==> src/hw/rtl/rtcwa_pkg.sv <==
// ============================================================================
// rtcwa_pkg: shared types and constants for the RTC wake-up alarm calculator
// Transfer payload structs, calendar constants, reciprocal divide constants
// and small calendar lookup functions.
// ============================================================================
package rtcwa_pkg;

    // operation codes
    localparam logic FUNC_SET_ALARM = 1'b0;
    localparam logic FUNC_ELAPSED   = 1'b1;

    // subsecond compare masks
    localparam logic [3:0] SSMASK_PERIODIC = 4'd3;
    localparam logic [3:0] SSMASK_FULL     = 4'd15;

    // width of the subsecond fields on the ports
    localparam int unsigned SUB_FIELD_W = 10;

    // calendar constants
    localparam logic [16:0] SECS_PER_DAY    = 17'd86400;
    localparam logic [11:0] SECS_PER_HOUR   = 12'd3600;
    localparam logic [5:0]  SECS_PER_MIN    = 6'd60;
    localparam logic [4:0]  HOURS_PER_DAY   = 5'd24;
    localparam logic [8:0]  DAYS_NORM_YEAR  = 9'd365;
    localparam logic [8:0]  DAYS_LEAP_YEAR  = 9'd366;
    localparam logic [10:0] DAYS_PER_4YR    = 11'(3 * DAYS_NORM_YEAR + DAYS_LEAP_YEAR);
    localparam logic [3:0]  MONTHS_PER_YEAR = 4'd12;
    localparam logic [3:0]  FEB_INDEX       = 4'd1;
    localparam logic [4:0]  FEB_LEAP_DAYS   = 5'd29;
    localparam logic [9:0]  MONTH_PAIR_DAYS = 10'd61;

    // packed two-bit month corrections, normal and leap years
    localparam logic [23:0] CORR_NORM = 24'h99AAA0;
    localparam logic [23:0] CORR_LEAP = 24'h445550;

    localparam logic [4:0] MONTH_LEN [12] = '{
        5'd31, 5'd28, 5'd31, 5'd30, 5'd31, 5'd30,
        5'd31, 5'd31, 5'd30, 5'd31, 5'd30, 5'd31
    };

    // timeout seconds fit in 28 bits for the smallest subsecond width
    localparam int unsigned TSEC_W = 28;

    // x / 86400 = ((x >> 7) * DAY_RECIP) >> 31, exact for x >> 7 below 2^21
    localparam int unsigned  DAY_PRESHIFT    = 7;
    localparam logic [21:0]  DAY_RECIP       = 22'd3181458;
    localparam int unsigned  DAY_RECIP_SHIFT = 31;

    // x / 60 = ((x >> 2) * DIV15_RECIP) >> 19, exact for x >> 2 below 2^15
    localparam logic [15:0]  DIV15_RECIP = 16'd34953;
    localparam int unsigned  DIV15_SHIFT = 19;

    // x / month length = (x * dim_recip) >> 17, exact for x below 2^12
    localparam int unsigned  DIM_RECIP_SHIFT = 17;

    typedef struct packed {
        logic        func;
        logic [6:0]  cal_year;
        logic [3:0]  cal_month;
        logic [4:0]  cal_date;
        logic [4:0]  cal_hours;
        logic [5:0]  cal_minutes;
        logic [5:0]  cal_seconds;
        logic [9:0]  cal_subsecond;
        logic [31:0] timeout_ticks;
        logic        periodic;
    } in_t;

    typedef struct packed {
        logic [5:0]  alarm_seconds;
        logic [5:0]  alarm_minutes;
        logic [4:0]  alarm_hours;
        logic [4:0]  alarm_day;
        logic [9:0]  alarm_subsecond;
        logic        mask_calendar;
        logic [3:0]  subsecond_mask;
        logic [31:0] reference_ticks_out;
        logic [31:0] elapsed_ticks;
    } out_t;

    // carry count and remainder of a small value against a modulus
    typedef struct packed {
        logic [1:0] carry;
        logic [6:0] rem;
    } wrap_t;

    // month 0 counts as January, anything past December as December
    function automatic logic [3:0] month_index(input logic [3:0] month);
        logic [3:0] idx;
        if (month == 4'd0)
        begin
            idx = 4'd0;
        end
        else if (month > MONTHS_PER_YEAR)
        begin
            idx = MONTHS_PER_YEAR - 4'd1;
        end
        else
        begin
            idx = month - 4'd1;
        end
        return idx;
    endfunction

    function automatic logic [4:0] month_days(input logic [3:0] mi, input logic leap);
        logic [4:0] d;
        d = MONTH_LEN[mi];
        if (leap && mi == FEB_INDEX)
        begin
            d = FEB_LEAP_DAYS;
        end
        return d;
    endfunction

    // days from Jan 1 to the first of month mi
    function automatic logic [8:0] month_offset(input logic [3:0] mi, input logic leap);
        logic [23:0] corr;
        logic [9:0]  half;
        logic [1:0]  adj;
        corr = leap ? CORR_LEAP : CORR_NORM;
        half = (10'(mi) * MONTH_PAIR_DAYS + 10'd1) >> 1;
        adj  = corr[{mi, 1'b0} +: 2];
        return 9'(half - 10'(adj));
    endfunction

    // reciprocal for the month length (28..31)
    function automatic logic [12:0] dim_recip(input logic [4:0] dim);
        logic [12:0] r;
        case (dim)
            5'd28:   r = 13'd4682;
            5'd29:   r = 13'd4520;
            5'd30:   r = 13'd4370;
            default: r = 13'd4229;
        endcase
        return r;
    endfunction

    // value below three times the modulus
    function automatic wrap_t wrap_mod(input logic [6:0] value, input logic [6:0] modulus);
        wrap_t      w;
        logic [7:0] twice;
        twice = {modulus, 1'b0};
        if ({1'b0, value} >= twice)
        begin
            w.carry = 2'd2;
            w.rem   = 7'({1'b0, value} - twice);
        end
        else if (value >= modulus)
        begin
            w.carry = 2'd1;
            w.rem   = value - modulus;
        end
        else
        begin
            w.carry = 2'd0;
            w.rem   = value;
        end
        return w;
    endfunction

endpackage

==> src/hw/rtl/rtc_wakeup_alarm_calculator.sv <==
// ============================================================================
// rtc_wakeup_alarm_calculator
// Converts an RTC calendar to a tick stamp, keeps the alarm reference and
// computes the alarm calendar fields for a tick timeout.
// ============================================================================
// Fully pipelined: one item is taken per clock while the output is not stalled,
// and its result is presented after 8 register stages (including the input
// and output registers). The depth comes from the chain of reciprocal
// multiplies that split the timeout into days, hours, minutes and seconds,
// the days-times-86400 stamp multiply, and the final month-length modulo.
// Each stage holds its item while the next is full, so bubbles collapse and
// the input keeps flowing while a result waits at the output. A set-alarm
// item updates the stored reference when it passes stage 4; an elapsed item
// sees every earlier set-alarm in transfer order. SUBSEC_BITS may be 4..15;
// the subsecond fields on the ports stay 10 bits wide.
module rtc_wakeup_alarm_calculator #(
    parameter int unsigned SUBSEC_BITS = 10
) (
    input  logic             clk,
    input  logic             rst_n,
    input  logic             in_valid,
    output logic             in_ready,
    input  rtcwa_pkg::in_t   in_data,
    output logic             out_valid,
    input  logic             out_ready,
    output rtcwa_pkg::out_t  out_data
);
    import rtcwa_pkg::*;

    localparam int unsigned NSTG = 8;
    localparam logic [SUBSEC_BITS-1:0] PREDIV = {SUBSEC_BITS{1'b1}};

    // fields carried down the pipe
    typedef struct packed {
        logic        func;
        logic        periodic;
        logic [5:0]  seconds;
        logic [5:0]  minutes;
        logic [4:0]  hours;
        logic [4:0]  date;
        logic [4:0]  dim;
        logic [9:0]  asub;
        logic        sub_carry;
    } ctl_t;

    typedef struct packed {
        ctl_t                   ctl;
        logic [15:0]            dp;
        logic [16:0]            tod;
        logic [TSEC_W-1:0]      tsec;
        logic [11:0]            q_day;
        logic [SUBSEC_BITS-1:0] esub;
    } s1_t;

    typedef struct packed {
        ctl_t                   ctl;
        logic [31:0]            stamp_prod;
        logic [16:0]            tod;
        logic [SUBSEC_BITS-1:0] esub;
        logic [16:0]            rem_day;
        logic [11:0]            q_day;
    } s2_t;

    typedef struct packed {
        ctl_t        ctl;
        logic [31:0] stamp;
        logic [16:0] rem_day;
        logic [10:0] q60;
        logic [11:0] q_day;
    } s3_t;

    typedef struct packed {
        ctl_t        ctl;
        logic [31:0] ref_out;
        logic [31:0] elapsed;
        logic [10:0] q60;
        logic [5:0]  s_rem;
        logic [4:0]  q_h;
        logic [11:0] q_day;
    } s4_t;

    typedef struct packed {
        ctl_t        ctl;
        logic [31:0] ref_out;
        logic [31:0] elapsed;
        logic [5:0]  secs;
        logic [5:0]  mins;
        logic [4:0]  hours;
        logic [11:0] days;
    } s5_t;

    typedef struct packed {
        s5_t         t;
        logic [7:0]  q_dim;
    } s6_t;

    logic [NSTG-1:0] vld_reg;
    logic [NSTG-1:0] vld_next;
    logic [NSTG-1:0] en;
    logic [31:0]     ref_reg;
    logic [31:0]     ref_next;

    in_t  in_reg;
    s1_t  s1_reg, s1_next;
    s2_t  s2_reg, s2_next;
    s3_t  s3_reg, s3_next;
    s4_t  s4_reg, s4_next;
    s5_t  s5_reg, s5_next;
    s6_t  s6_reg, s6_next;
    out_t out_reg, out_next;

    // stage flow control: a stage loads when empty or when it drains
    always_comb
    begin
        en[NSTG-1] = !vld_reg[NSTG-1] || out_ready;
        for (int k = NSTG - 2; k >= 0; k--)
        begin
            en[k] = !vld_reg[k] || en[k+1];
        end
    end

    always_comb
    begin
        vld_next[0] = en[0] ? in_valid : vld_reg[0];
        for (int k = 1; k < NSTG; k++)
        begin
            vld_next[k] = en[k] ? vld_reg[k-1] : vld_reg[k];
        end
    end

    // reference captured as a set-alarm item moves into stage 4
    always_comb
    begin
        ref_next = ref_reg;
        if (vld_reg[3] && en[4] && s3_reg.ctl.func == FUNC_SET_ALARM)
        begin
            ref_next = s3_reg.stamp;
        end
    end

    always_ff @(posedge clk or negedge rst_n)
    begin
        if (!rst_n)
        begin
            vld_reg <= '0;
            ref_reg <= '0;
        end
        else
        begin
            vld_reg <= vld_next;
            ref_reg <= ref_next;
        end
    end

    // payload registers
    always_ff @(posedge clk)
    begin
        if (en[0]) in_reg  <= in_data;
        if (en[1]) s1_reg  <= s1_next;
        if (en[2]) s2_reg  <= s2_next;
        if (en[3]) s3_reg  <= s3_next;
        if (en[4]) s4_reg  <= s4_next;
        if (en[5]) s5_reg  <= s5_next;
        if (en[6]) s6_reg  <= s6_next;
        if (en[7]) out_reg <= out_next;
    end

    // stage 1: day number, time of day, subsecond sum, timeout day quotient
    logic [3:0]             mi;
    logic                   leap;
    logic [17:0]            yr4;
    logic [31:0]            tsec_full;
    logic [42:0]            qday_prod;
    logic [31:0]            sub_ext;
    logic [SUBSEC_BITS-1:0] sub_w;
    logic [SUBSEC_BITS-1:0] esub;
    logic [SUBSEC_BITS:0]   subsum;
    logic [SUBSEC_BITS-1:0] asub;
    logic [31:0]            asub_ext;

    assign mi        = month_index(in_reg.cal_month);
    assign leap      = (in_reg.cal_year[1:0] == 2'd0);
    assign yr4       = 18'(in_reg.cal_year) * 18'(DAYS_PER_4YR) + 18'd3;
    assign tsec_full = in_reg.timeout_ticks >> SUBSEC_BITS;
    assign qday_prod = 43'(tsec_full[TSEC_W-1:DAY_PRESHIFT]) * 43'(DAY_RECIP);
    assign sub_ext   = 32'(in_reg.cal_subsecond);
    assign sub_w     = sub_ext[SUBSEC_BITS-1:0];
    assign esub      = PREDIV - sub_w;
    assign subsum    = {1'b0, esub} + {1'b0, in_reg.timeout_ticks[SUBSEC_BITS-1:0]};
    assign asub      = PREDIV - subsum[SUBSEC_BITS-1:0];
    assign asub_ext  = 32'(asub);

    always_comb
    begin
        s1_next.ctl.func      = in_reg.func;
        s1_next.ctl.periodic  = in_reg.periodic;
        s1_next.ctl.seconds   = in_reg.cal_seconds;
        s1_next.ctl.minutes   = in_reg.cal_minutes;
        s1_next.ctl.hours     = in_reg.cal_hours;
        s1_next.ctl.date      = in_reg.cal_date;
        s1_next.ctl.dim       = month_days(mi, leap);
        s1_next.ctl.asub      = asub_ext[SUB_FIELD_W-1:0];
        s1_next.ctl.sub_carry = subsum[SUBSEC_BITS];
        s1_next.dp            = yr4[17:2] + 16'(month_offset(mi, leap))
                              + 16'(in_reg.cal_date);
        s1_next.tod           = 17'(in_reg.cal_hours) * 17'(SECS_PER_HOUR)
                              + 17'(in_reg.cal_minutes) * 17'(SECS_PER_MIN)
                              + 17'(in_reg.cal_seconds);
        s1_next.tsec          = tsec_full[TSEC_W-1:0];
        s1_next.q_day         = 12'(qday_prod >> DAY_RECIP_SHIFT);
        s1_next.esub          = esub;
    end

    // stage 2: seconds of the day number, timeout remainder within a day
    logic [32:0] stamp_prod_w;
    logic [28:0] qd_secs;
    logic [28:0] rem_w;

    assign stamp_prod_w = 33'(s1_reg.dp) * 33'(SECS_PER_DAY);
    assign qd_secs      = 29'(s1_reg.q_day) * 29'(SECS_PER_DAY);
    assign rem_w        = 29'(s1_reg.tsec) - qd_secs;

    always_comb
    begin
        s2_next.ctl        = s1_reg.ctl;
        s2_next.stamp_prod = stamp_prod_w[31:0];
        s2_next.tod        = s1_reg.tod;
        s2_next.esub       = s1_reg.esub;
        s2_next.rem_day    = rem_w[16:0];
        s2_next.q_day      = s1_reg.q_day;
    end

    // stage 3: tick stamp, remainder split into whole minutes
    logic [31:0] secs32;
    logic [30:0] q60_prod;

    assign secs32   = s2_reg.stamp_prod - 32'(SECS_PER_DAY) + 32'(s2_reg.tod);
    assign q60_prod = 31'(s2_reg.rem_day[16:2]) * 31'(DIV15_RECIP);

    always_comb
    begin
        s3_next.ctl     = s2_reg.ctl;
        s3_next.stamp   = {secs32[31-SUBSEC_BITS:0], s2_reg.esub};
        s3_next.rem_day = s2_reg.rem_day;
        s3_next.q60     = 11'(q60_prod >> DIV15_SHIFT);
        s3_next.q_day   = s2_reg.q_day;
    end

    // stage 4: elapsed ticks, second remainder, hour quotient
    logic [16:0] q60_secs;
    logic [16:0] srem_w;
    logic [24:0] qh_prod;

    assign q60_secs = 17'(s3_reg.q60) * 17'(SECS_PER_MIN);
    assign srem_w   = s3_reg.rem_day - q60_secs;
    assign qh_prod  = 25'(s3_reg.q60[10:2]) * 25'(DIV15_RECIP);

    always_comb
    begin
        s4_next.ctl   = s3_reg.ctl;
        s4_next.q60   = s3_reg.q60;
        s4_next.s_rem = srem_w[5:0];
        s4_next.q_h   = 5'(qh_prod >> DIV15_SHIFT);
        s4_next.q_day = s3_reg.q_day;
        if (s3_reg.ctl.func == FUNC_ELAPSED)
        begin
            s4_next.ref_out = ref_reg;
            s4_next.elapsed = s3_reg.stamp - ref_reg;
        end
        else
        begin
            s4_next.ref_out = s3_reg.stamp;
            s4_next.elapsed = '0;
        end
    end

    // stage 5: add to the calendar and ripple the carries
    logic [10:0] qh60;
    logic [10:0] mrem_w;
    wrap_t       sec_w;
    wrap_t       min_w;
    wrap_t       hour_w;

    assign qh60   = 11'(s4_reg.q_h) * 11'(SECS_PER_MIN);
    assign mrem_w = s4_reg.q60 - qh60;
    assign sec_w  = wrap_mod(7'(s4_reg.ctl.seconds) + 7'(s4_reg.s_rem)
                             + 7'(s4_reg.ctl.sub_carry), 7'(SECS_PER_MIN));
    assign min_w  = wrap_mod(7'(s4_reg.ctl.minutes) + 7'(mrem_w[5:0])
                             + 7'(sec_w.carry), 7'(SECS_PER_MIN));
    assign hour_w = wrap_mod(7'(s4_reg.ctl.hours) + 7'(s4_reg.q_h)
                             + 7'(min_w.carry), 7'(HOURS_PER_DAY));

    always_comb
    begin
        s5_next.ctl     = s4_reg.ctl;
        s5_next.ref_out = s4_reg.ref_out;
        s5_next.elapsed = s4_reg.elapsed;
        s5_next.secs    = sec_w.rem[5:0];
        s5_next.mins    = min_w.rem[5:0];
        s5_next.hours   = hour_w.rem[4:0];
        s5_next.days    = 12'(s4_reg.ctl.date) + s4_reg.q_day + 12'(hour_w.carry);
    end

    // stage 6: quotient of the day count by the month length
    logic [24:0] qdim_prod;

    assign qdim_prod = 25'(s5_reg.days) * 25'(dim_recip(s5_reg.ctl.dim));

    always_comb
    begin
        s6_next.t     = s5_reg;
        s6_next.q_dim = 8'(qdim_prod >> DIM_RECIP_SHIFT);
    end

    // stage 7: single month wrap and result assembly
    logic [12:0] qdim_days;
    logic [11:0] dfix;
    logic [4:0]  day_out;

    assign qdim_days = 13'(s6_reg.q_dim) * 13'(s6_reg.t.ctl.dim);
    assign dfix      = s6_reg.t.days - qdim_days[11:0];
    assign day_out   = (s6_reg.t.days > 12'(s6_reg.t.ctl.dim)) ? dfix[4:0]
                                                               : s6_reg.t.days[4:0];

    always_comb
    begin
        out_next                     = '0;
        out_next.reference_ticks_out = s6_reg.t.ref_out;
        out_next.elapsed_ticks       = s6_reg.t.elapsed;
        if (s6_reg.t.ctl.func == FUNC_SET_ALARM)
        begin
            out_next.alarm_seconds   = s6_reg.t.secs;
            out_next.alarm_minutes   = s6_reg.t.mins;
            out_next.alarm_hours     = s6_reg.t.hours;
            out_next.alarm_day       = day_out;
            out_next.alarm_subsecond = s6_reg.t.ctl.asub;
            out_next.mask_calendar   = s6_reg.t.ctl.periodic;
            out_next.subsecond_mask  = s6_reg.t.ctl.periodic ? SSMASK_PERIODIC
                                                             : SSMASK_FULL;
        end
    end

    assign in_ready  = en[0];
    assign out_valid = vld_reg[NSTG-1];
    assign out_data  = out_reg;

endmodule

==> config.mk <==
export PLATFORM = sky130hd
export DESIGN_NAME = rtc_wakeup_alarm_calculator
export DESIGN_NICKNAME = d
export VERILOG_FILES = /design/src/hw/rtl/rtcwa_pkg.sv /design/src/hw/rtl/rtc_wakeup_alarm_calculator.sv
export SDC_FILE = /design/constraint.sdc
export NUM_CORES = 2
export LEC_CHECK = 0
export ABC_AREA = 1
export BUFFER_PORTS_ARGS = -buffer_cell sky130_fd_sc_hd__buf_2
export CORE_AREA = 2 2 365 367
export CTS_CLUSTER_DIAMETER = 100
export DETAILED_ROUTE_END_ITERATION = 10
export DIE_AREA = 0 0 367 369
export PLACE_DENSITY = 0.62
export SLEW_MARGIN = 20
export SYNTH_ARGS = -nofsm -noshare
export SYNTH_HDL_FRONTEND = slang
export SYNTH_SLANG_ARGS = --single-unit
==> constraint.sdc <==
create_clock -name clk -period 16.6 [get_ports clk]
set_input_delay 1.66 -clock clk [delete_from_list [all_inputs] [get_ports clk]]
set_output_delay 1.66 -clock clk [all_outputs]
set_load 0.02 [all_outputs]
==> results.yml <==
status:
  result_of_the_run: "complete, no violations"
logic_synthesis:
  syn_area_um2: 49650
  ys_async_sr_fraction_pct: 4.779
  synth-edff-count: 797
  yosys_warning_count: 0
  ys_seq_area_share_pct: 50.22
  number_of_standard_cells_after_synthesis: 4436
  avgSynthCellArea_um2: 11.19
  ys_seq_elements: 837
  synth_top_flop_cell: "edfxtp_1"
  synth_cell_type_count: 51
  synthesis.nets: 5370
job:
  max_cap_viol_count: 0
timing:
  fin_worst_hold_slack_ns: 0.3932
  finClkSkew_ns: 0.05537
  finalWorstPathRequiredPeriod_ns: 8.183
  rsz0062_at_grt: "false"
  max_freq_mhz: 122.2
  finalSetupTns_ns: 0
  timing.final.crit_share_pct: 49.29
  setup_viol: 0
  slew_headroom_pct: 35.25
  final-hold-violation-count: 0
  max_slew.worst_pin.slew_ns: 0.9712
  finalMaxSlewViolations: 0
placement:
  dp.final_hpwl_um: 76900
  portBuffers: 183
  gp_congestion: 0.8978
final_layout:
  filler_cell_count: 12413
  largest_reg_flops: 124
  drive_above_1_share_pct: 7.649
  nets: 5628
  most_common_cell_after_layout_fill_and_taps_aside: "inv_1"
  seq_area_um2: 24930
  layout_common_cells: "inv_1 (866), edfxtp_1 (797), nand2_1 (721)"
  multi_input_area_um2: 21320
  flow.area_growth_from_synthesis_pct: 12.45
drt:
  drcViolationCount: 0
  first_pass_drt_iterations: 5
  via_per_inst: 4.623
  wl_per_cell_um: 14.95
  detail_route.wirelength_um: 97570
  ant_nets: 0
  detail_route.iter0.violations: 1683
  detailroute.via_count: 30177
clock_network:
  cts.root.buffer_cell: "clkbuf_16"
  cts-buffers-inserted: 91
  tritoncts: "done"
  clk_pin_slew_ns: 0.06
  post_cts_buffers: 0
  clkLatencyLatePin_ns: 0.70
  post_cts.resized_instances: 0
  clock_sink_count: 837
  cts_hold_buffers: 0
  cts_max_path_buffers: 3
  cts_max_level: 3
critical_path:
  arrival_ns: 8.61
  critPathKind: "reg -> reg"
  crit_slowest_cell: "fa_1"
  worstPathMaxFanout: 5
  critPathRequiredTime_ns: 17.03
  critical_path.endpoint_type: "flop"
  path_common_cell: "inv_1"
  cpPeakStageDelay_ns: 0.49
  critical_path.startpoint_type: "flop"
die:
  core_area_um2: 131100
  num_io_pins: 184
  fp.dieH_um: 369
  die_area_um2: 135400
  std_cell_rows: 133
  fp.dieW_um: 367
  initial_standard_cell_utilization_of_the_core_pct: 37.86
global_route:
  grt_usage_pct: 14.71
  grt_start_max_net_pins: 74
  first_global_vias: 30513
  grt_antenna_before_repair: 4
  global_route.overflow_total: 0
  grt_first_pass_wirelength_um: 159300
worst_hold_path:
  holdCritPathClass: "reg -> reg"
## critical path: cells and delay by family, from the launching register on
kind	cells	cell delay (ns)
flip-flops	1	0.39
adder cells (fa/ha/maj)	14	4.10
buffers and inverters	10	0.76
AND/OR/NAND/NOR	16	1.68
XOR/XNOR	3	0.65
AO/OA/AOI/OAI	2	0.38
## path summary, 6_finish.rpt
kind | endpoint | slack [ns] | start | cells past startpoint
min in group asynchronous | vld_reg[7] | 1.05 | rst_n | 2
hold reg to reg | s2_reg[88] | 0.39 | s1_reg[83] | 0
max in group asynchronous | vld_reg[1] | 15.06 | rst_n | 2
setup reg to reg | s5_reg[5] | 8.42 | s4_reg[17] | 45
setup / recovery | s5_reg[5] | 8.42 | s4_reg[17] | 45
hold / removal | s2_reg[88] | 0.39 | s1_reg[83] | 0
## per-layer routing
layer	part of all wire [%]	track usage [%]	up-vias
met4	2.5	4.327	2
met2	46	24.17	513
met1	48	20.15	14226
li1	-	-	15288
met3	3.8	2.215	148
met5	0.013	0	-
## cells in the mapped netlist, drive strengths merged (12+ instances only)
cell type / instances / area, µm²
nand3: 148 / 750.7
o21a: 16 / 120.1
xor2: 92 / 813.3
nor2: 252 / 963.4
o21bai: 16 / 120.1
nand2: 732 / 2790
xnor2: 67 / 586.8
o21ai: 164 / 832.1
nor3: 26 / 135.1
a21oi: 211 / 1060
ha: 634 / 7933
clkbuf: 22 / 86.33
edfxtp: 797 / 23930
dfrtp: 40 / 1001
nand4: 34 / 212.7
o211ai: 12 / 90.09
fa: 219 / 4384
inv: 872 / 3276
a31oi: 12 / 75.07
a21o: 14 / 105.1
## cell type report
cell class              count  share of cell area, %
diodes                      1               0.004483
clock buffers             111                  4.214
clock inverters            60                  1.271
inverters                 873                  5.899
multi-input cells        2695                  38.20
flip-flops and latches    837                  44.66
well taps                1755                  3.933
repair buffers            196                  1.815
## cell families (layout without fill, tap and decap cells)
logic type	count (synthesis)	in the layout	synth area share, %
compound gates	462	462	5.106
xor+xnor	159	159	2.820
fa+ha+maj	853	853	24.81
buf+inv	904	1240	6.880
flops	837	837	50.22
other cells	0	1	0
simple gates	1221	1221	10.16
## per-stage QoR
step | cell area [µm²] | utilization (%) | setup slack, ns | std cells
after global placement | 52760 | 40.24 | 8.657 | 6356
after global routing | 55820 | 42.57 | 7.614 | 6527
after floorplan | 49650 | - | 3.928 | 4436
after CTS | 55820 | 42.57 | 8.419 | 6527
final | 55820 | 42.57 | 8.417 | 6528
after detailed placement | 52760 | 40.24 | 8.440 | 6356
Power is not shown: default switching activity piles up to over one toggle a cycle in this logic, so the estimate is an artifact.
